[config.mk]
export PLATFORM = sky130hd
export DESIGN_NAME = command_retry_tracker_top
export DESIGN_NICKNAME = d
export VERILOG_FILES = /design/src/rtl/crt_pkg.sv /design/src/rtl/command_retry_tracker_top.sv
export SDC_FILE = /design/constraint.sdc
export NUM_CORES = 2
export LEC_CHECK = 0
export CORE_MARGIN = 5
export CORE_UTILIZATION = 50
export DETAILED_ROUTE_END_ITERATION = 7
export DONT_BUFFER_PORTS = 1
export GPL_TIMING_DRIVEN = 0
export SLEW_MARGIN = 20
export SYNTH_ARGS = -nofsm -noshare
export SYNTH_HDL_FRONTEND = slang
export SYNTH_MEMORY_MAX_BITS = 65536
export SYNTH_SLANG_ARGS = --single-unit
[constraint.sdc]
create_clock -name clk -period 23.6 [get_ports clk]
set_clock_uncertainty 0.05 [all_clocks]
set_input_delay 2.36 -clock clk [delete_from_list [all_inputs] [get_ports clk]]
set_output_delay 2.36 -clock clk [all_outputs]
set_load 0.02 [all_outputs]
[src/rtl/crt_pkg.sv]
// shared types and constants of the command retry tracker
package crt_pkg;

    // recorded state of a command slot
    typedef enum logic [2:0] {
        ST_NONE      = 3'd0,
        ST_RUNNING   = 3'd1,
        ST_SUCCEEDED = 3'd2,
        ST_FAILED    = 3'd3,
        ST_DUPLICATE = 3'd4,
        ST_EXPIRED   = 3'd5
    } rec_state_t;

    // command codes, code 3 is unused and acts as a query
    typedef enum logic [1:0] {
        OP_BEGIN    = 2'd0,
        OP_COMPLETE = 2'd1,
        OP_QUERY    = 2'd2
    } op_t;

    // configuration register indexes
    localparam logic [1:0] CFG_MAX_ATTEMPTS = 2'd0;
    localparam logic [1:0] CFG_INIT_BACKOFF = 2'd1;
    localparam logic [1:0] CFG_MAX_BACKOFF  = 2'd2;

    localparam logic [7:0]  MAX_ATTEMPTS_RST = 8'd3;
    localparam logic [31:0] INIT_BACKOFF_RST = 32'd100;
    localparam logic [31:0] MAX_BACKOFF_RST  = 32'd30000;

    localparam int SLOT_W   = 6;
    localparam int SLOT_IDS = 1 << SLOT_W;
    localparam logic [7:0] CNT_MAX = 8'hFF;

    // one entry of the slot table
    typedef struct packed {
        rec_state_t  state;
        logic [7:0]  cnt;
        logic [63:0] expiry;
    } entry_t;

endpackage

[src/rtl/command_retry_tracker_top.sv]
// command retry tracker: slot table with read-modify-write and capped doubling backoff
// done follows the start transfer through the stage 1, stage 2 and result registers
// a new command is taken only once the previous one is through the table read-modify-write
//   (synchronous read of the entry, then update and write-back)
// reset: after rst_n is released busy stays high while a clearing
//   pass zeroes the table one entry a cycle; configuration writes are taken throughout
// the receiver cannot stall: each result is shown for exactly one cycle
module command_retry_tracker_top
    import crt_pkg::*;
#(
    parameter int SLOTS = 64
) (
    input  logic                clk,
    input  logic                rst_n,
    // command channel
    input  logic                start,
    output logic                busy,
    input  logic [1:0]          op,
    input  logic [SLOT_W-1:0]   slot,
    input  logic [63:0]         now_ms,
    input  logic [63:0]         expires_at_ms,
    input  logic                success,
    // result channel
    output logic                done,
    output logic [2:0]          record_state,
    output logic [7:0]          attempt_count,
    output logic                retry_allowed,
    output logic [31:0]         backoff_ms,
    // configuration write channel
    input  logic                cfg_valid,
    output logic                cfg_ready,
    input  logic [1:0]          cfg_index,
    input  logic [31:0]         cfg_data
);

    localparam int AW = (SLOTS > 1) ? $clog2(SLOTS) : 1;

    // slot id to table index, wrapping modulo SLOTS (constant table)
    logic [AW-1:0] slot_map [SLOT_IDS];
    for (genvar g = 0; g < SLOT_IDS; g++) begin : g_slot_map
        assign slot_map[g] = AW'(g % SLOTS);
    end

    // the slot table
    entry_t mem [SLOTS];
    logic            mem_we;
    logic [AW-1:0]   mem_waddr;
    entry_t          mem_wdata;
    entry_t          rd_q;

    // configuration registers
    logic [7:0]  max_attempts_reg;
    logic [31:0] init_backoff_reg;
    logic [31:0] max_backoff_reg;

    // clearing pass after reset
    logic            clearing_reg;
    logic [AW-1:0]   clr_idx_reg;

    // stage 1: command held while the table read completes
    logic            s1_valid_reg;
    op_t             s1_op_reg;
    logic [AW-1:0]   s1_idx_reg;
    logic [63:0]     s1_now_reg;
    logic [63:0]     s1_expires_reg;
    logic            s1_success_reg;
    logic            s1_expired_reg;

    // stage 2: updated entry, backoff still to be worked out
    logic            s2_valid_reg;
    rec_state_t      s2_state_reg;
    logic [7:0]      s2_cnt_reg;
    logic            s2_retry_reg;
    logic [7:0]      s2_shift_reg;

    // registered result
    logic            done_reg;
    rec_state_t      record_state_reg;
    logic [7:0]      attempt_count_reg;
    logic            retry_allowed_reg;
    logic [31:0]     backoff_ms_reg;

    logic            accept;
    logic            begin_expired;

    // stage 1 results
    entry_t          upd_entry;
    logic            upd_write;
    logic            upd_retry;
    logic [7:0]      upd_shift;
    logic            upd_exp_hit;

    // stage 2 results
    logic [63:0]     bo_wide;
    logic [31:0]     backoff_next;

    // only one command is in the read-modify-write at a time, so a command accepted
    // as soon as busy falls reads the entry the previous one has just written
    assign busy      = clearing_reg | s1_valid_reg;
    assign accept    = start & ~busy;
    assign cfg_ready = 1'b1;

    // expiry of a begin command, checked on the way in
    assign begin_expired = (expires_at_ms != 64'd0) && (expires_at_ms <= now_ms);

    // update of the entry read from the table
    always_comb
    begin
        upd_entry = rd_q;
        upd_write = 1'b0;
        case (s1_op_reg)
            OP_BEGIN:
            begin
                upd_write = 1'b1;
                if (rd_q.state == ST_SUCCEEDED || rd_q.state == ST_RUNNING) begin
                    upd_entry.state = ST_DUPLICATE;
                end else if (s1_expired_reg) begin
                    // stored expiry left as it was
                    upd_entry.state = ST_EXPIRED;
                    upd_entry.cnt   = 8'd0;
                end else begin
                    upd_entry.state  = ST_RUNNING;
                    upd_entry.expiry = s1_expires_reg;
                    if (rd_q.state == ST_NONE) begin
                        upd_entry.cnt = 8'd1;
                    end else if (rd_q.cnt != CNT_MAX) begin
                        upd_entry.cnt = rd_q.cnt + 8'd1;
                    end
                end
            end
            OP_COMPLETE:
            begin
                upd_write       = 1'b1;
                upd_entry.state = s1_success_reg ? ST_SUCCEEDED : ST_FAILED;
                if (rd_q.state == ST_NONE) begin
                    upd_entry.cnt = 8'd0;
                end
            end
            default:
            begin
                // query, and the unused code: report only
                if (rd_q.state == ST_NONE) begin
                    upd_entry.cnt = 8'd0;
                end
            end
        endcase
    end

    // retry decision and doubling count on the updated entry
    always_comb
    begin
        upd_exp_hit = (upd_entry.expiry != 64'd0) && (upd_entry.expiry <= s1_now_reg);
        upd_retry   = (upd_entry.state == ST_FAILED) && !upd_exp_hit &&
                      (upd_entry.cnt < max_attempts_reg);
        if (upd_entry.state == ST_NONE || upd_entry.cnt == 8'd0) begin
            upd_shift = 8'd0;
        end else begin
            upd_shift = upd_entry.cnt - 8'd1;
        end
    end

    // capped doubling: min(initial * 2^k, cap) for k >= 1, initial for k = 0
    always_comb
    begin
        bo_wide = {32'd0, init_backoff_reg} << s2_shift_reg[4:0];
        if (s2_shift_reg == 8'd0) begin
            backoff_next = init_backoff_reg;
        end else if (init_backoff_reg == 32'd0) begin
            backoff_next = 32'd0;
        end else if (s2_shift_reg[7:5] != 3'd0) begin
            backoff_next = max_backoff_reg;
        end else if (bo_wide < {32'd0, max_backoff_reg}) begin
            backoff_next = bo_wide[31:0];
        end else begin
            backoff_next = max_backoff_reg;
        end
    end

    // table write port: clearing pass or write-back of stage 1
    always_comb
    begin
        if (clearing_reg) begin
            mem_we    = 1'b1;
            mem_waddr = clr_idx_reg;
            mem_wdata = '0;
        end else begin
            mem_we    = s1_valid_reg & upd_write;
            mem_waddr = s1_idx_reg;
            mem_wdata = upd_entry;
        end
    end

    // slot table, one write and one registered read per cycle
    always_ff @(posedge clk)
    begin
        if (mem_we) begin
            mem[mem_waddr] <= mem_wdata;
        end
        if (accept) begin
            rd_q <= mem[slot_map[slot]];
        end
    end

    // control state and configuration
    always_ff @(posedge clk or negedge rst_n)
    begin
        if (!rst_n) begin
            clearing_reg     <= 1'b1;
            clr_idx_reg      <= '0;
            s1_valid_reg     <= 1'b0;
            s2_valid_reg     <= 1'b0;
            done_reg         <= 1'b0;
            max_attempts_reg <= MAX_ATTEMPTS_RST;
            init_backoff_reg <= INIT_BACKOFF_RST;
            max_backoff_reg  <= MAX_BACKOFF_RST;
        end else begin
            if (clearing_reg) begin
                if (clr_idx_reg == AW'(SLOTS - 1)) begin
                    clearing_reg <= 1'b0;
                end
                clr_idx_reg <= clr_idx_reg + AW'(1);
            end
            s1_valid_reg <= accept;
            s2_valid_reg <= s1_valid_reg;
            done_reg     <= s2_valid_reg;
            if (cfg_valid && cfg_ready) begin
                case (cfg_index)
                    CFG_MAX_ATTEMPTS: max_attempts_reg <= cfg_data[7:0];
                    CFG_INIT_BACKOFF: init_backoff_reg <= cfg_data;
                    CFG_MAX_BACKOFF:  max_backoff_reg  <= cfg_data;
                    default:          ;
                endcase
            end
        end
    end

    // payload registers of the stages
    always_ff @(posedge clk)
    begin
        if (accept) begin
            s1_op_reg      <= op_t'(op);
            s1_idx_reg     <= slot_map[slot];
            s1_now_reg     <= now_ms;
            s1_expires_reg <= expires_at_ms;
            s1_success_reg <= success;
            s1_expired_reg <= begin_expired;
        end
        if (s1_valid_reg) begin
            s2_state_reg <= upd_entry.state;
            s2_cnt_reg   <= upd_entry.cnt;
            s2_retry_reg <= upd_retry;
            s2_shift_reg <= upd_shift;
        end
        if (s2_valid_reg) begin
            record_state_reg  <= s2_state_reg;
            attempt_count_reg <= s2_cnt_reg;
            retry_allowed_reg <= s2_retry_reg;
            backoff_ms_reg    <= backoff_next;
        end
    end

    assign done          = done_reg;
    assign record_state  = record_state_reg;
    assign attempt_count = attempt_count_reg;
    assign retry_allowed = retry_allowed_reg;
    assign backoff_ms    = backoff_ms_reg;

endmodule

==> impl_metrics.py <==
metrics = {
    "outcome": {
        "status": "finished clean",
    },
    "global_routing": {
        "overflow": 0,
        "grt_pass1_wl_um": 802000,
        "grt_usage": 0.277,
        "grt_max_degree": 83,
        "antenna_found_initial": 98,
        "first_global_vias": 100000,
    },
    "synthesis": {
        "ys_types": 75,
        "synth_top_area_frac": 0.755,
        "syn_inst": 8665,
        "synth_nets": 9010,
        "synth-seq-area-share": 0.765,
        "yosys_register_bits": 5159,
        "yosysWarningCount": 0,
        "synth_most_common_cell": "edfxtp_1",
        "yosysTopAreaCell": "edfxtp_1",
        "synth_common_cells": "edfxtp_1 (5077), mux4_2 (1588), clkbuf_1 (278), inv_1 (250), nor2_1 (223)",
        "ys.flop_type": "edfxtp_1",
        "async_reset_ff_frac": 0.0159,
        "synth_edf_count": 5077,
        "synth.avg_cell_area_um2": 23.3,
        "syn_area_mm2": 0.202,
        "synthTopCellsByArea": "edfxtp_1 (75%), mux4_2 (18%), ha_1 (1.1%)",
    },
    "drt": {
        "drcViolationCount": 0,
        "via_per_inst": 6.35,
        "wl_um": 579000,
        "drt_first_iter_violations": 12200,
        "drt_pass1_iterations": 5,
        "wire_per_inst_um": 37.1,
        "ant_nets": 0,
        "num_vias": 99100,
    },
    "timing": {
        "slew_viol_final": 0,
        "rsz0062_at_grt": "no",
        "period_minus_slack_ps": 6620,
        "relSlewSlack": 0.208,
        "tns_ps": 0,
        "setup_viol": 0,
        "fmax_ghz": 0.151,
        "hold_violations": 0,
        "worstMarginPinSlew_ps": 1190,
        "finalCritPeriodShare": 0.280,
    },
    "final_layout": {
        "multi_input_area_mm2": 0.0460,
        "seqCellArea_mm2": 0.155,
        "instances_no_fill": 15600,
        "nNetsFinal": 9975,
        "layout-drive-gt1-share": 0.311,
        "largest_register_ffs": 4800,
        "largest-register": "mem",
        "area_delta_synth_final_pct": 17.2,
        "fillers": 28200,
        "top_regs": "mem x4800, rd_q x75",
    },
    "place": {
        "placement.io_buffers": 0,
        "dp_cells": 14500,
        "gp_congestion": 0.920,
        "dpl.hpwl_um": 402000,
    },
    "floorplanning": {
        "rows": 233,
        "core_mm2": 0.403,
        "start_util": 0.502,
        "die_h_um": 646,
        "die_area_mm2": 0.417,
        "ioPinCount": 222,
        "die_x_um": 646,
    },
    "cts": {
        "cts_hold_buffers": 0,
        "cts-buffers-inserted": 540,
        "root_buffer": "clkbuf_16",
        "cts.sinks": 5159,
        "clockBufferDepth": 4,
        "cts_tree": "yes",
        "cts-resized-gates": 0,
        "post_cts_buffers": 0,
        "clk_latency_ps": 1050,
        "clkTransAtPathRegs_ps": 60,
        "cts_max_level": 6,
    },
    "power_and_ir_drop": {
        "p_leak_nw": 75.6,
        "power_mw": 20.1,
        "vdd_drop_max_mv": 0.0778,
        "powerDensity_mw_per_mm2": 85.0,
    },
    "worst_setup_path": {
        "crit_path_max_fanout": 10,
        "start_kind": "flip-flop",
        "crit_family": "compound AO/OA/AOI/OAI gates",
        "cp_slowest_stage_delay_ps": 930,
        "path_cells": "xnor2_1 > o21ai_0 > or3_1 > clkbuf_1 > buf_2 > buf_2 > mux2i_1 > inv_1 > ha_1 > nand4_1 > nor2_1 > nand4_1 > a31oi_1 > o311a_1 > o21ai_1 > a2111oi_0",
        "rr_startpoint": "rd_q[73]",
        "crit_type": "flip-flop to flip-flop",
        "cp-end-kind": "flip-flop",
        "crit_path_start": "rd_q[73]",
        "slowest_stage": "mux2i_1",
        "crit_arrival_ps": 7340,
        "path_buf_inv": 4,
        "critPathRequiredTime_ps": 24320,
    },
    "min_path": {
        "worstHoldPathType": "flip-flop to flip-flop",
        "hold_start": "s2_cnt_reg[2]",
    },
    "flow_run": {
        "timing.max_cap.violations": 0,
    },
}
per-stage QoR:
| stage | hold WS, ps | worst slack (ps) | area (um2) | utilization |
|---|---|---|---|---|
| floorplan | 350 | 11330 | 202000 | - |
| global placement | 440 | 4980 | 209000 | 0.518 |
| detailed placement | 456 | 16930 | 219000 | 0.545 |
| CTS | 451 | 16850 | 236000 | 0.587 |
| global route | 444 | 17090 | 237000 | 0.588 |
| finish | 437 | 16980 | 237000 | 0.588 |
final timing paths:
path	endpoint	slack (ps)	cells past startpoint
hold / removal	attempt_count[2]	440	0
setup / recovery	s2_retry_reg	16980	16
setup reg to reg	s2_retry_reg	16980	16
max in group asynchronous	init_backoff_reg[6]	22300	0
hold reg to reg	attempt_count[2]	440	0
min in group asynchronous	max_backoff_reg[18]	960	0
where the power goes:
group          switching, mW  internal, mW
clock                   3.52          4.71
sequential            0.0855          10.3
combinational          0.932         0.560
total                   4.54          15.6
cell usage in the layout (no fill, tap or decap), types with 92 or more instances in the layout:
| cell type | netlist | final |
|---|---|---|
| clkbuf_16 | 0 | 556 |
| nand2_1 | 114 | 114 |
| clkbuf_1 | 278 | 341 |
| buf_1 | 120 | 94 |
| nor2_4 | 0 | 137 |
| edfxtp_1 | 5077 | 5077 |
| buf_16 | 0 | 129 |
| clkinv_1 | 1 | 95 |
| inv_1 | 250 | 250 |
| mux4_2 | 1588 | 1588 |
| buf_12 | 4 | 287 |
| mux2i_1 | 144 | 140 |
| diode_2 | 0 | 157 |
| mux2_2 | 92 | 92 |
| ha_1 | 170 | 170 |
layer usage:
layer	wire length, um	vias up	global-route usage
li1	-	39200	-
met1	211000	53800	0.359
met2	288000	5015	0.450
met3	49200	1076	0.0584
met4	30600	10	0.137
met5	71	-	0
final cells by class:
| class | count | share of cell area |
|---|---|---|
| Inverter | 251 | 0.00398 |
| Clock buffer | 689 | 0.0611 |
| Clock inverter | 265 | 0.0105 |
| Buffer | 421 | 0.00779 |
| Multi-Input combinational cell | 2834 | 0.194 |
| Sequential cell | 5159 | 0.653 |
| Antenna cell | 157 | 0.00166 |
| Timing Repair Buffer | 423 | 0.0394 |
| Tap cell | 5405 | 0.0286 |
cells by family (layout without fill, tap and decap cells):
family                   after synthesis  count (layout)  synth area share
flip-flops                          5159            5159             0.765
multiplexers                        1829            1829             0.190
buffers and inverters                672            2049            0.0130
AND/OR/NAND/NOR                      544             544            0.0125
AO/OA/AOI/OAI                        278             278           0.00857
adder cells (fa/ha/maj)              170             170            0.0105
XOR/XNOR                              12              12          0.000520
other                                  1             158         0.0000186
No activity file was read; power rests on OpenSTA's default activity.
